==> src/rtl/urhs_ram.sv <==
// Generic simple dual-port RAM: one write port, one read port, registered read.
// Standalone; no package dependency.
`default_nettype none

module urhs_ram #(
    parameter int WIDTH = 32,
    parameter int DEPTH = 128
) (
    input  wire logic                     clk,
    input  wire logic                     we,
    input  wire logic [$clog2(DEPTH)-1:0] waddr,
    input  wire logic [WIDTH-1:0]         wdata,
    input  wire logic                     re,
    input  wire logic [$clog2(DEPTH)-1:0] raddr,
    output logic      [WIDTH-1:0]         rdata
);

    logic [WIDTH-1:0] mem_reg [DEPTH];
    logic [WIDTH-1:0] rdata_reg;

    always_ff @(posedge clk)
    begin
        if (we)
        begin
            mem_reg[waddr] <= wdata;
        end
        // hold read data while no read is issued
        if (re)
        begin
            rdata_reg <= mem_reg[raddr];
        end
    end

    assign rdata = rdata_reg;

endmodule

`default_nettype wire

==> config.mk <==
export PLATFORM = sky130hd
export DESIGN_NAME = urhs_ram
export DESIGN_NICKNAME = d
export VERILOG_FILES = /design/src/rtl/urhs_ram.sv
export SDC_FILE = /design/constraint.sdc
export NUM_CORES = 2
export LEC_CHECK = 0
export BUFFER_PORTS_ARGS = -buffer_cell sky130_fd_sc_hd__buf_2
export CORE_MARGIN = 4
export CORE_UTILIZATION = 35
export DETAILED_ROUTE_END_ITERATION = 8
export GPL_ROUTABILITY_DRIVEN = 0
export GPL_TIMING_DRIVEN = 0
export PLACE_DENSITY = 0.58
export SETUP_SLACK_MARGIN = 0.05
export SLEW_MARGIN = 10
export SYNTH_ARGS = -nofsm -noshare
export SYNTH_HDL_FRONTEND = slang
export SYNTH_SLANG_ARGS = --single-unit
==> constraint.sdc <==
create_clock -name clk -period 6.29 [get_ports clk]
set_input_delay 0.3145 -clock clk [delete_from_list [all_inputs] [get_ports clk]]
set_output_delay 0.3145 -clock clk [all_outputs]
set_load 0.02 [all_outputs]
Word level (Yosys, flattened, before mapping)
Memory sizes are Yosys's and may differ from the RTL's. A register that Yosys moved wholly into a read port is not among the register bits.
Cells that the tools add are included.
{"block": "word_totals", "regBits": 0, "mem_bits_rw": 4096, "inputBits": 49, "word_cells": 3, "memories": 1}
{"block": "op_classes", "n_mux": 2}
{"memory": "mem_reg", "depth": 128, "word_bits": 32, "read_ports": 1, "rd_ports_with_merged_regs": 1, "write_ports": 1, "line": "18", "rtl": "logic [WIDTH-1:0] mem_reg [DEPTH];"}
{"operator": "two-way mux 1 bit", "count": 2}

Depth between registers and ports, before layout
{"block": "logic_depth", "depth_word": 2, "mapped_depth": 8, "depth_no_buf": 4}

Worst setup path before layout
Ideal clock, no wire load.
{"block": "synth_timing", "path_kind": "input to register", "from": "input port we", "to": "memory mem_reg[98][0], enable pin", "setup_ps": 461, "t_arrival_ps": 3092, "required_time_ps": 5829, "setup_slack_ps": 2737, "path_stages": 3, "path_cell_list": "clkbuf_1 -> nand4_1 -> nor3_1"}
{"block": "synth_between", "elab_chain_len": 2}
{"item": "from (decl)", "line": "10", "rtl": "input wire logic we,"}
{"item": "two-way mux 1 bit", "line": "23", "rtl": "if (we)"}
{"item": "two-way mux 1 bit (implied by the code)", "line": "25", "rtl": "mem_reg[waddr] <= wdata;"}
{"item": "to (decl)", "line": "18"}
No other way between the ends.

==> results.py <==
metrics = {
    "critical_path": {
        "cp_max_fo": 10,
        "worstSetupPathType": "input pin to register",
        "startpoint_type": "input pin",
        "critPathMostFrequentCell": "mux4_2",
        "cp_top_family": "buffers and inverters",
        "reg2reg_slack_ns": 3.37,
        "path_cells": "clkbuf_1 > buf_2 > clkbuf_2 > buf_12 > clkbuf_1 > mux4_2 > mux4_2 > mux4_2 > mux2_2",
        "critPathRequiredTime_ns": 6.88,
        "critical_path.slowest_cell": "clkbuf_1",
        "critical_path_arrival_ns": 4.59,
        "max_stage_delay_ns": 0.72,
        "critPathBufInv": 5,
        "worstSetupEndpointType": "register",
    },
    "floorplan": {
        "core-area_um2": 445000,
        "die_h_um": 677,
        "die_area_um2": 458000,
        "start_util_pct": 35.2,
        "ios": 81,
        "row_count": 245,
        "fp.dieW_um": 677,
    },
    "run_status": {
        "status": "finished, final reports clean",
    },
    "place": {
        "portBuffers": 69,
        "dp_hpwl_um": 289000,
        "dpl_cell_area_um2": 170000,
        "dp_slack_ns": 1.34,
    },
    "cts": {
        "clkSinkCount": 4128,
        "cts_buffer_depth": 4,
        "cts-buffers-inserted": 400,
        "cts_setup_buffers": 0,
        "cts_tree": "built",
        "clk_pin_slew_ns": 0.06,
        "clk-insertion-delay-late_ns": 0.91,
        "h-tree-depth": 5,
        "root_buffer": "clkbuf_16",
        "cts_hold_buf": 33,
        "cts_resized": 0,
    },
    "power_and_ir_drop": {
        "p_per_area_nw_per_um2": 311,
        "irDropWorstVdd_mv": 0.207,
        "static-leakage-power_nw": 55.2,
        "power_mw": 57.0,
    },
    "sta": {
        "rsz0062_at_grt": "false",
        "finalMaxSlewViolations": 0,
        "timing.slew.headroom_pct": 16.3,
        "holdWs_ns": 0.176,
        "setup_viol": 0,
        "worst_slack_ns": 2.29,
        "period_minus_slack_ns": 4.00,
        "tns_ns": 0,
        "finalHoldViolCount": 0,
        "fmax_ghz": 0.250,
        "fin_skew_ns": 0.0423,
        "worstMarginPinSlew_ns": 1.26,
        "fin_crit_sh_pct": 63.6,
    },
    "cells_and_area": {
        "fin_area_um2": 183000,
        "multi_input_area_um2": 32300,
        "final_cell_mix": "4,128 x edfxtp_1, 1,344 x mux4_2, 408 x clkbuf_16, 245 x clkbuf_1, 122 x buf_2",
        "syn2layout_area_growth_pct": 16.9,
        "seqCellArea_um2": 124000,
        "fin_nets": 6754,
        "final_common_cell": "edfxtp_1",
        "nFillCells": 37900,
        "layout-drive-gt1-share_pct": 34.7,
        "largest_register_ffs": 4096,
    },
    "global_routing": {
        "gr-total-overflow": 0,
        "grt_pass1_vias": 71600,
        "grt_usage_pct": 17.8,
        "grt_first_pass_wirelength_um": 576000,
        "grt_max_degree": 95,
        "antenna_found_initial": 86,
    },
    "synth": {
        "synth.cell_area_um2": 157000,
        "syn_inst": 5990,
        "synthDominantCellAreaShare_pct": 79.2,
        "avgSynthCellArea_um2": 26.1,
        "syn-num-nets": 6039,
        "ys_ff_latch": 4128,
        "ys_seq_area_share_pct": 79.2,
        "yosys-top-cells-area": "edfxtp_1 79%, mux4_2 19%, clkbuf_1 0.44%, nor2_1 0.29%, buf_2 0.25%",
        "yosysTopAreaCell": "edfxtp_1",
        "ys_types": 16,
        "yosysWarnings": 0,
    },
    "routing": {
        "avgViaCountPerCell": 5.40,
        "finalWirelength_um": 415000,
        "wl_per_cell_um": 31.8,
        "vias": 70500,
        "ant_nets": 0,
        "drt-pass1-iter-count": 6,
        "drt_iter0_markers": 8985,
        "drc_errors": 0,
    },
    "job": {
        "drv_cap": 0,
    },
    "min_path": {
        "hold_class": "input pin to register",
    },
}
-- worst paths after layout --
kind,endpoint,startpoint,cells after the start
hold reg to reg,rdata[17],mem_reg[63][17],4
hold / removal,mem_reg[100][0],waddr[2],3
setup / recovery,rdata[1],raddr[2],9
setup reg to reg,rdata[14],mem_reg[84][14],4
-- per-stage QoR --
step / std cells / utilization (%)
floorplan: 5990 / -
global placement: 12000 / 36.9
detailed placement: 12200 / 38.1
CTS: 13000 / 41.0
global route: 13000 / 41.1
finish: 13100 / 41.1
-- cell families after synthesis --
family / count (synthesis) / synth area share (%)
and+or+nand+nor: 170 / 0.445
muxes: 1376 / 19.6
DFF: 4128 / 79.2
buffers and inverters: 316 / 0.837
-- final cells by class --
class,count,area share [%]
timing repair buffer,313,2.87
sequential,4128,67.7
tap,5928,4.05
buffer,316,0.740
multi-input combinational,1546,17.6
antenna,101,0.138
clock buffer,498,5.76
clock inverter,226,1.10
-- layer usage --
| metal | vias up | GRT usage, % | part of all wire, % |
|---|---|---|---|
| met5 | - | 0 | 0.020 |
| met3 | 533 | 3.84 | 8.2 |
| met1 | 39000 | 23.5 | 39 |
| li1 | 28000 | - | - |
| met2 | 2920 | 29.6 | 50 |
| met4 | 12 | 5.49 | 3.3 |
-- power breakdown --
group	leakage, nW	internal (mW)	switching, mW
Clock	6.12	13.2	10.1
Sequential	37.1	30.4	0.0292
Combinational	12.0	1.18	2.04
-- worst register-to-register path, cell delays in order (launching register included) --
cell and delay [ns]:
edfxtp_1 0.38, mux4_2 0.49, mux4_2 0.62, mux4_2 0.77, mux2_2 0.41
-- synth_stat cells --
library cell,n
nand4_1,3
mux4_2,1344
buf_1,50
buf_6,2
edfxtp_1,4128
nand2b_1,2
clkbuf_1,182
buf_4,3
nor2_1,122
nor2b_1,7
or3_1,1
buf_2,79
mux2_2,32
nor3_1,9
nand2_1,14
nand3_1,12
Note: power is estimated with default switching activity, not from simulation.
