### src/rtl/urhs_pkg.sv
// Shared types and codes for the undo/redo history stack.
// No dependencies; urhs_stk and the core import this package.
`default_nettype none

package urhs_pkg;

    typedef logic [1:0] opcode_t;

    localparam opcode_t OP_RECORD = 2'd0;
    localparam opcode_t OP_UNDO   = 2'd1;
    localparam opcode_t OP_REDO   = 2'd2;
    localparam opcode_t OP_CLEAR  = 2'd3;

    localparam logic STATUS_DONE  = 1'b0;
    localparam logic STATUS_EMPTY = 1'b1;

    // Per-stack pointer command; push and pop are never raised together
    typedef struct packed {
        logic push;
        logic pop;
        logic clr;
    } stk_cmd_t;

endpackage

`default_nettype wire

### src/rtl/urhs_stk.sv
// Head pointer and fill count of one bounded circular stack.
// Depends on urhs_pkg (stk_cmd_t).
`default_nettype none

module urhs_stk #(
    parameter int DEPTH = 128
) (
    input  wire logic                       clk,
    input  wire logic                       rst_n,
    input  wire urhs_pkg::stk_cmd_t         cmd,
    output logic [$clog2(DEPTH)-1:0]        wr_addr,
    output logic [$clog2(DEPTH)-1:0]        rd_addr,
    output logic [$clog2(DEPTH+1)-1:0]      fill_next,
    output logic                            empty
);

    import urhs_pkg::*;

    localparam int PTR_W  = $clog2(DEPTH);
    localparam int FILL_W = $clog2(DEPTH + 1);
    localparam logic [PTR_W-1:0]  PTR_LAST = PTR_W'(DEPTH - 1);
    localparam logic [FILL_W-1:0] FILL_MAX = FILL_W'(DEPTH);

    logic [PTR_W-1:0]  head_reg;
    logic [PTR_W-1:0]  head_next;
    logic [PTR_W-1:0]  head_inc;
    logic [PTR_W-1:0]  head_dec;
    logic [FILL_W-1:0] fill_reg;

    assign head_inc = (head_reg == PTR_LAST) ? '0 : head_reg + PTR_W'(1);
    assign head_dec = (head_reg == '0) ? PTR_LAST : head_reg - PTR_W'(1);

    always_comb
    begin
        head_next = head_reg;
        fill_next = fill_reg;
        if (cmd.clr)
        begin
            head_next = '0;
            fill_next = '0;
        end
        else if (cmd.push)
        begin
            head_next = head_inc;
            // full stack: overwrite the oldest, fill stays at the top
            if (fill_reg != FILL_MAX)
            begin
                fill_next = fill_reg + FILL_W'(1);
            end
        end
        else if (cmd.pop)
        begin
            head_next = head_dec;
            fill_next = fill_reg - FILL_W'(1);
        end
    end

    always_ff @(posedge clk or negedge rst_n)
    begin
        if (!rst_n)
        begin
            head_reg <= '0;
            fill_reg <= '0;
        end
        else
        begin
            head_reg <= head_next;
            fill_reg <= fill_next;
        end
    end

    assign wr_addr = head_reg;
    assign rd_addr = head_dec;
    assign empty   = (fill_reg == '0);

    a_fill_bound: assert property (@(posedge clk) disable iff (!rst_n)
        fill_reg <= FILL_MAX)
        else $error("stack fill count above depth");

    a_no_push_pop: assert property (@(posedge clk) disable iff (!rst_n)
        !(cmd.push && cmd.pop))
        else $error("push and pop on one stack in the same cycle");

    a_pop_nonempty: assert property (@(posedge clk) disable iff (!rst_n)
        cmd.pop |-> !empty)
        else $error("pop from an empty stack");

    a_pop_count: assert property (@(posedge clk) disable iff (!rst_n)
        (cmd.pop && !cmd.clr) |=> (fill_reg == $past(fill_reg) - FILL_W'(1)))
        else $error("pop did not drop the fill count by one");

endmodule

`default_nettype wire

### config.mk
export PLATFORM = sky130hd
export DESIGN_NAME = urhs_stk
export DESIGN_NICKNAME = d
export VERILOG_FILES = /design/src/rtl/urhs_pkg.sv /design/src/rtl/urhs_stk.sv
export SDC_FILE = /design/constraint.sdc
export NUM_CORES = 1
export LEC_CHECK = 0
export BUFFER_PORTS_ARGS = -buffer_cell sky130_fd_sc_hd__buf_2
export CAP_MARGIN = 40
export CORE_MARGIN = 8
export CORE_UTILIZATION = 58
export DETAILED_ROUTE_END_ITERATION = 7
export PLACE_DENSITY = 0.81
export SLEW_MARGIN = 20
export SYNTH_ARGS = -nofsm -noshare
export SYNTH_HDL_FRONTEND = slang
export SYNTH_SLANG_ARGS = --single-unit
### constraint.sdc
create_clock -name clk -period 5.8 [get_ports clk]
set_input_delay 1.16 -clock clk [delete_from_list [all_inputs] [get_ports clk]]
set_output_delay 1.16 -clock clk [all_outputs]
set_load 0.05 [all_outputs]
-- Yosys cells after proc, flatten, opt, wreduce, memory -nomap -nowiden
Cells that the tools add are included.
- input bits: 5
- memories kept: 0
- latch bits: 0
- bits in read-only memories: 0
- output and inout port bits: 23
- RAM bits: 0
- word-level logic and storage cells: 20
- flip-flop bits (word level): 15
- shift operators: 0
- mux-type cells: 9
- add/subtract/negate cells: 4
- magnitude comparators: 0
- div/mod/pow operators: 0
- reductions and logical operators: 3
- equality and inequality tests: 2
- bitwise gates (word level): 0
- multiply operators: 0
- operator list (operator ; number):
    7-bit 2-to-1 mux ; 5
    8-bit 2-to-1 mux ; 4
    8-bit by 1-bit adder with 8-bit output, second input constant ; 1
    8-bit zero test ; 1
    8-bit != test, second input constant ; 1
    8-bit by 1-bit subtractor with 8-bit output, second input constant ; 1
    7-bit by 1-bit adder with 7-bit output, second input constant ; 1
    7-bit == test, second input constant ; 1
    7-bit zero test ; 1
    7-bit by 1-bit subtractor with 7-bit output, second input constant ; 1
    3-bit nonzero test ; 1

-- Logic depth before layout (Yosys ltp)
Gate-level depths: netlist of the first run.
- depth after elaboration: 5
- mapped depth: 6
- depth with buffers taken out: 6

-- Worst setup path after synthesis of the first run
No wires, ideal clock.
- kind: input to output
- from: input port cmd[1] (netlist bit)
- to: output port fill_next[5]
- setup slack: 1298 ps
- required time: 4640 ps
- stages on the path: 5
- buffers on the path: 1
- arrival time: 3342 ps
- cell sequence: buf_6 -> or3b_2 -> nor4_1 -> a21oi_1 -> a221oi_1
- cells in the longest elaborated chain, start to end: 3
- RTL lines (item ; RTL line ; RTL):
    from (decl) ; urhs_stk.sv:10 ; input wire urhs_pkg::stk_cmd_t cmd,
    8-bit 2-to-1 mux ; urhs_stk.sv:51 ; else if (cmd.pop)
    8-bit 2-to-1 mux ; urhs_stk.sv:42 ; else if (cmd.push)
    8-bit 2-to-1 mux ; urhs_stk.sv:37 ; if (cmd.clr)
    to (decl) ; urhs_stk.sv:13 ; output logic [$clog2(DEPTH+1)-1:0] fill_next,
Every way passes these cells.

-- Worst setup path in the final report of the first run
- from: input port cmd[1] (netlist bit)
- to: output port fill_next[7]
Same word-level chain as after synthesis.

==> impl_metrics.tcl, run 1 <==
set metrics [dict create \
    skew_ps 10.5 \
    cts.sinks 15 \
    ir_drop_mv 0.173 \
    synth_cell_types 47 \
    maxSlewHeadroom_pct 73.0 \
    min_period_over_period_pct 69.9 \
    worstSkewPairLatency_ps 300 \
    grt_pass1_vias 1175 \
    cap_violations 0 \
    end_kind "primary output" \
    place_congestion 0.868 \
    crit_fanout 9 \
    slowest_stage "or3b_2" \
    ant_nets 0 \
    criticalPathCategory "in -> out" \
    htreeDepth 1 \
    track_usage_pct 15.7 \
    grt_overflow 0 \
    cts_tree "done" \
    io_buffers 27 \
    drt_iter0_drc 72 \
    maxSlewViolCount 0 \
    ys_ff_latch 15 \
    cts_buffers 3 \
    yosysSeqAreaShare_pct 29.2 \
    routedWlPerCell_um 15.5 \
    core-area_um2 2150 \
    cpMostUsedCell "buf_2" \
    final_common_cell "buf_2" \
    status "completed" \
    die_h_um 63.0 \
    clock.fmax_mhz 247 \
    hpwl_mm 2.30 \
    cp_cell_sequence "buf_2 -> or3b_2 -> or4_4 -> and3_4 -> nor3_2 -> buf_2" \
    syn-instance-count 157 \
    cp-start-kind "input pin" \
    cts_resized 0 \
    leakagePower_nw 0.635 \
    worstPathRequired_ps 4640 \
    synth_top_area_share_pct 29.2 \
    antenna_found_initial 0 \
    postCtsSetupBuffers 0 \
    layout.nets 186 \
    worst_slew_pin_slew_ps 404 \
    finalHoldViolations 0 \
    die_area_um2 3970 \
    layout-drive-gt1-share_pct 23.6 \
    ios 28 \
    drc 0 \
    p_per_area_nw_per_um2 302 \
    min_period_ps 4050 \
    async_flop_share_pct 100 \
    wirelength_mm 3.14 \
    synth_area_per_cell_um2 8.18 \
    hold_buffers 0 \
    final_cell_mix "buf_2 (27), dfrtp_1 (15), nor2_1 (13)" \
    synth_area_leader_cell "dfrtp_1" \
    die_width_um 63.0 \
    path_clk_slew_ps 80 \
    num_rows 17 \
    grt_pass1_wl_mm 5.29 \
    setup_tns_ps 0 \
    hold_class "reg -> reg" \
    max_stage_delay_ps 480 \
    rsz0062_at_grt "no" \
    viasPerCell 6.16 \
    worstPathArrival_ps 2890 \
    yosys_warnings 0 \
    vias 1245 \
    largest_reg_flops 8 \
    syn_area_um2 1280 \
    cts_buffer_depth 2 \
    cts_root_buffer "clkbuf_4" \
    synth_edf_count 0 \
    synthTopCellsByArea "dfrtp_1 (29%), ha_1 (5.8%), nor3_1 (3.9%)" \
    final_util_pct 64.9 \
    flow.area_growth_from_synthesis_pct 8.58 \
    synth-main-ff-cell "dfrtp_1" \
    grt_max_degree 26 \
    finalSetupViolations 0 \
    power_mw 0.421 \
    syn_nets 168 \
    floorplan.initialDensity_pct 59.8 \
    diodes 0 \
    dr.pass1.iters 4 \
]
==> area by class of cell <==
type                       instances  area [um2]
sequential                        15         375
inverter                          10        37.5
multi-input combinational        118         785
fill                             189         754
timing repair buffer              27         135
clock buffer                       4        26.3
tap                               28        35.0
==> path summary, 6_finish.rpt <==
path	cells past startpoint	end	slack [ps]	from
worst min register to register	3	fill_reg[7]	650	fill_reg[7]
min in group asynchronous	1	wr_addr[0]	750	rst_n
worst max-delay path	6	fill_next[7]	1750	cmd[1]
max in group asynchronous	1	fill_reg[5]	4780	rst_n
worst max register to register	4	fill_reg[7]	3790	fill_reg[4]
worst min-delay path	3	fill_reg[7]	650	fill_reg[7]
==> where the power goes <==
| group | leakage, nW | switching, mW | internal (mW) |
|---|---|---|---|
| Sequential | 0.200 | 0.0207 | 0.114 |
| Combinational | 0.420 | 0.160 | 0.0627 |
| Clock | 0.0150 | 0.0361 | 0.0268 |
==> per-stage QoR <==
stage	instances	hold slack [ps]	worst slack, ps	cell area [um2]
finish	202	648	1750	1390
global route	202	672	1670	1390
global placement	198	615	1770	1370
CTS	202	642	1750	1390
detailed placement	198	616	1750	1370
floorplan	157	740	1300	1280
==> cells by family (layout without fill, tap and decap cells) <==
family,count (synthesis),in the layout,share of synthesized area [%]
and+or+nand+nor,67,67,28.8
DFF,15,15,29.2
adders and majority gates,6,6,5.85
xor gates and xnor gates,7,7,4.78
buffers and inverters,24,41,9.65
AOI/OAI and AO/OA,38,38,21.7
==> per-layer routing <==
layer | routed length (um) | track usage (%) | share of wire (%) | vias up
li1 | - | - | - | 602
met1 | 1310 | 18.4 | 42 | 585
met2 | 1490 | 26.4 | 48 | 54
met3 | 309 | 6.27 | 9.9 | 4
met4 | 18 | 2.85 | 0.57 | 0
met5 | 0 | 0 | 0 | -
==> cell usage after synthesis, types with 3 or more instances <==
| cell | number |
|---|---|
| nor2_1 | 13 |
| buf_6 | 3 |
| nor4_1 | 4 |
| nand3_1 | 7 |
| dfrtp_1 | 15 |
| clkbuf_1 | 7 |
| xor2_1 | 3 |
| nand2_1 | 9 |
| inv_1 | 10 |
| nor3_1 | 10 |
| a221oi_1 | 5 |
| o21ai_0 | 3 |
| ha_1 | 6 |
| o21a_1 | 4 |
| xnor2_1 | 4 |
| nand2b_1 | 5 |
| a21oi_1 | 9 |
==> worst max-delay path, delay by kind of cell <==
kind,cells,cell delay [ps]
AND/OR/NAND/NOR,4,1270
buffers and inverters,2,460
No activity file was read; power rests on OpenSTA's default activity.
==> run 2: changes to the inputs <==
--- a/config.mk
+++ b/config.mk
@@ -8,9 +8,9 @@
 export BUFFER_PORTS_ARGS = -buffer_cell sky130_fd_sc_hd__buf_2
 export CAP_MARGIN = 40
 export CORE_MARGIN = 8
-export CORE_UTILIZATION = 58
+export CORE_UTILIZATION = 49
 export DETAILED_ROUTE_END_ITERATION = 7
-export PLACE_DENSITY = 0.81
+export PLACE_DENSITY = 0.73
 export SLEW_MARGIN = 20
 export SYNTH_ARGS = -nofsm -noshare
 export SYNTH_HDL_FRONTEND = slang
==> constraint.sdc (replaced) <==
create_clock -name clk -period 3.37 [get_ports clk]
set_input_delay 0.674 -clock clk [delete_from_list [all_inputs] [get_ports clk]]
set_output_delay 0.674 -clock clk [all_outputs]
set_load 0.05 [all_outputs]
==> impl_metrics.tcl, run 2 (synthesized netlist as in run 1, its figures left out) <==
set metrics [dict create \
    skew_ps 4.69 \
    die_area_um2 4510 \
    worst_slew_pin_slew_ps 413 \
    reg2reg_from "fill_reg[4]" \
    cp_cell_sequence "or4_4 -> or4_4 -> and3_4 -> nor3_2 -> buf_2" \
    ant_nets 0 \
    worstPathArrival_ps 2500 \
    cp-start-kind "flip-flop" \
    worstSkewPairLatency_ps 290 \
    diodes 0 \
    rr_endpoint "fill_reg[7]" \
    worstPathRequired_ps 2700 \
    power_mw 0.721 \
    maxSlewViolCount 0 \
    slowest_stage "or4_4" \
    cts_tree "done" \
    final_common_cell "buf_2" \
    grt_pass1_vias 1197 \
    hold_buffers 0 \
    drc 0 \
    place_congestion 0.886 \
    multi_input_area_um2 791 \
    cap_violations 0 \
    maxSlewHeadroom_pct 72.4 \
    finalSetupViolations 0 \
    htreeDepth 1 \
    track_usage_pct 14.6 \
    crit_path_start "fill_reg[4]" \
    layout-drive-gt1-share_pct 24.1 \
    end_kind "primary output" \
    path_clk_slew_ps 90 \
    final_cell_mix "buf_2 (27), dfrtp_1 (15), nor2_1 (13)" \
    min_period_over_period_pct 94.2 \
    max_stage_delay_ps 590 \
    grt_max_degree 26 \
    crit_fanout 8 \
    viasPerCell 6.06 \
    cts.sinks 15 \
    dr.pass1.iters 4 \
    grt_pass1_wl_mm 5.36 \
    status "completed" \
    reg2regPathDepth 4 \
    floorplan.initialDensity_pct 51.8 \
    cts_buffer_depth 2 \
    rsz0062_at_grt "no" \
    criticalPathCategory "reg -> out" \
    cts_root_buffer "clkbuf_4" \
    antenna_found_initial 0 \
    fillers 247 \
    leakagePower_nw 0.636 \
    grt_overflow 0 \
    layout.nets 186 \
    io_buffers 27 \
    die_width_um 67.2 \
    holdWs_ps 279 \
    die_h_um 67.2 \
    hpwl_mm 2.32 \
    vias 1237 \
    ios 28 \
    wirelength_mm 3.15 \
    clock.fmax_mhz 315 \
    flow.area_growth_from_synthesis_pct 9.26 \
    hold_class "in -> async" \
    largest_reg_flops 8 \
    postCtsSetupBuffers 0 \
    finalHoldViolations 0 \
    drt_iter0_drc 86 \
    seq_area_um2 375 \
    r2r_setup_slack_ps 1360 \
    ir_drop_mv 0.284 \
    num_rows 18 \
    cpMostUsedCell "or4_4" \
    setup_tns_ps 0 \
    core-area_um2 2480 \
    cts_buffers 3 \
    cts_resized 0 \
    p_per_area_nw_per_um2 514 \
    min_period_ps 3170 \
    routedWlPerCell_um 15.4 \
]
==> run 2: cell counts in the layout (fill, tap and decap cells not counted) <==
No cell type changed its count.
==> run 2: worst max path at each step <==
| stage | endpoint | slack (ps) | depth (start not counted) |
|---|---|---|---|
| finish | fill_next[7] | 200 | 5 |
| global route | fill_next[0] | 120 | 5 |
| CTS | fill_next[7] | 190 | 5 |
| detailed placement | fill_next[7] | 310 | 6 |
| global placement | fill_next[7] | 320 | 6 |
| floorplan | fill_next[0] | 9 | 5 |
==> run 2: layer usage <==
layer | vias to the layer above | track usage (%) | part of all wire (%)
met5 | - | 0 | 0
met1 | 592 | 18.7 | 46
li1 | 601 | - | -
met2 | 42 | 23.3 | 47
met3 | 2 | 4.30 | 6.8
met4 | 0 | 3.92 | 0.54
==> run 2: report_power, final <==
group,switching (mW),internal (mW)
combinational,0.275,0.108
sequential,0.0350,0.197
clock,0.0598,0.0460
total,0.370,0.351
==> run 2: cell type report <==
cell class | instances | area share, %
timing repair buffer | 27 | 9.63
multi-input combinational | 118 | 56.4
tap | 30 | 2.68
sequential | 15 | 26.8
inverter | 10 | 2.68
clock buffer | 4 | 1.87
==> run 2: through the flow <==
stage          utilization (%)  setup slack [ps]  cells  instance area, um2
2_1_floorplan                -              8.95    157                1290
3_3_place_gp              55.6               318    200                1380
3_5_place_dp              55.6               305    200                1380
4_1_cts                   56.6               190    204                1400
5_1_grt                   56.6               121    204                1400
6_report                  56.6               195    204                1400
==> run 2: critical path: cells and delay by family, from the launching register on <==
family        cells  cell delay (ps)
simple gates      4             1450
flops             1              480
buf+inv           1              290
==> run 3: changes to the inputs <==
--- a/config.mk
+++ b/config.mk
@@ -7,10 +7,12 @@
 export LEC_CHECK = 0
 export BUFFER_PORTS_ARGS = -buffer_cell sky130_fd_sc_hd__buf_2
 export CAP_MARGIN = 40
+export CELL_PAD_IN_SITES_DETAIL_PLACEMENT = 1
+export CELL_PAD_IN_SITES_GLOBAL_PLACEMENT = 2
 export CORE_MARGIN = 8
-export CORE_UTILIZATION = 49
+export CORE_UTILIZATION = 28
 export DETAILED_ROUTE_END_ITERATION = 7
-export PLACE_DENSITY = 0.73
+export PLACE_DENSITY = 0.72
 export SLEW_MARGIN = 20
 export SYNTH_ARGS = -nofsm -noshare
 export SYNTH_HDL_FRONTEND = slang
==> impl_metrics.tcl, run 3 (synthesized netlist as in run 1, its figures left out) <==
set metrics [dict create \
    final_common_cell "buf_2" \
    cts_buffers 3 \
    ios 28 \
    dr.pass1.iters 2 \
    switching_power_mw 0.383 \
    internal-power_mw 0.387 \
    cts_resized 0 \
    reg2reg_from "wr_addr[4]" \
    r2r_setup_slack_ps 1340 \
    viasPerCell 5.49 \
    wirelength_mm 3.79 \
    rr_endpoint "wr_addr[0]" \
    flow.area_growth_from_synthesis_pct 13.0 \
    min_period_ps 3140 \
    floorplan.initialDensity_pct 29.3 \
    power.switching_fraction_pct 49.7 \
    cp-start-kind "flip-flop" \
    grt_max_degree 26 \
    layout-drive-gt1-share_pct 24.7 \
    routedWlPerCell_um 16.8 \
    htreeDepth 1 \
    final_cell_mix "buf_2 (27), dfrtp_1 (15), nor2_1 (13)" \
    p_per_area_nw_per_um2 531 \
    leakagePower_nw 0.646 \
    track_usage_pct 10.9 \
    power_mw 0.770 \
    largest_reg_flops 8 \
    diodes 0 \
    criticalPathCategory "reg -> out" \
    seqPwrFrac_pct 30.4 \
    num_rows 24 \
    stdcell_count 226 \
    end_kind "primary output" \
    die_area_um2 7010 \
    post_dp_cell_area_um2 1400 \
    finalHoldViolations 0 \
    placed_cells 222 \
    antenna_found_initial 0 \
    final_cell_area_um2 1450 \
    clock_power_share_pct 19.3 \
    core-area_um2 4380 \
    hold_class "in -> async" \
    hold_buffers 0 \
    cts_buffer_depth 2 \
    setup_tns_ps 0 \
    grt_overflow 0 \
    skew_ps 4.03 \
    maxSlewViolCount 0 \
    die_width_um 83.7 \
    worstPathArrival_ps 2470 \
    final_util_pct 33.1 \
    status "completed" \
    ant_nets 0 \
    maxSlewHeadroom_pct 68.4 \
    cts_root_buffer "clkbuf_8" \
    rsz0062_at_grt "no" \
    grt_pass1_wl_mm 6.57 \
    reg2regPathDepth 4 \
    ir_drop_mv 0.181 \
    finalSetupViolations 0 \
    drc 0 \
    cts_tree "done" \
    cts.sinks 15 \
    fillers 551 \
    min_period_over_period_pct 93.2 \
    layout.nets 186 \
    clock.fmax_mhz 318 \
    worstSkewPairLatency_ps 250 \
    hpwl_mm 2.87 \
    path_clk_slew_ps 70 \
    crit_fanout 8 \
    io_buffers 27 \
    drt_iter0_drc 11 \
    worst_slew_pin_slew_ps 475 \
    die_h_um 83.7 \
    vias 1240 \
    cap_violations 0 \
    comb_power_share_pct 50.3 \
    postCtsSetupBuffers 0 \
    grt_pass1_vias 1329 \
    worstPathRequired_ps 2700 \
    place_congestion 0.743 \
]
==> run 3: cell count changes in the layout (fill, tap and decap cells not counted) <==
cell,delta
clkbuf_8,+3
clkinv_2,+1
clkbuf_4,-3
clkbuf_1,-1
==> run 3: power by group through the flow <==
stage               registers (mW)  clock network [mW]  logic (mW)
floorplan                    0.243                   0       0.307
global placement             0.236                   0       0.388
detailed placement           0.238                   0       0.391
CTS                          0.234               0.157       0.393
global route                 0.240               0.164       0.418
finish                       0.234               0.148       0.387
==> run 3: cell type report <==
class	count	area [um2]	area share, %
Tap cell	52	65.1	4.49
Clock inverter	1	5.00	0.345
Multi-Input combinational cell	118	791	54.5
Clock buffer	3	41.3	2.85
Timing Repair Buffer	27	135	9.32
Inverter	10	37.5	2.59
Sequential cell	15	375	25.9
==> run 3: metrics by stage <==
stage / setup slack, ps / hold WS [ps]
floorplan: 8.95 / 378
global placement: 287 / 614
detailed placement: 273 / 613
CTS: 216 / 343
global route: 74.1 / 354
finish: 229 / 334
==> run 3: worst max-delay path by stage <==
stage,slack (ps),end,from,cells after the start
after floorplan,9,fill_next[0],fill_reg[4],5
after global placement,290,fill_next[7],cmd[1],6
after detailed placement,270,fill_next[7],cmd[1],6
after CTS,220,fill_next[7],fill_reg[4],5
after global routing,70,fill_next[0],fill_reg[4],5
final,230,fill_next[7],fill_reg[4],5
==> run 3: layer usage <==
metal  global-route usage (%)  vias to the layer above  wire (um)
met2                     18.2                       17       1840
met4                     3.77                        0         34
met5                        0                        -          0
met3                     1.95                        2         86
met1                     13.4                      618       1830
li1                         -                      603          -
==> run 3: critical path, cell delays in order (launching register included) <==
cell     delay [ps]
dfrtp_1         470
or4_4           600
or4_4           500
and3_4          190
nor3_2          170
buf_2           290
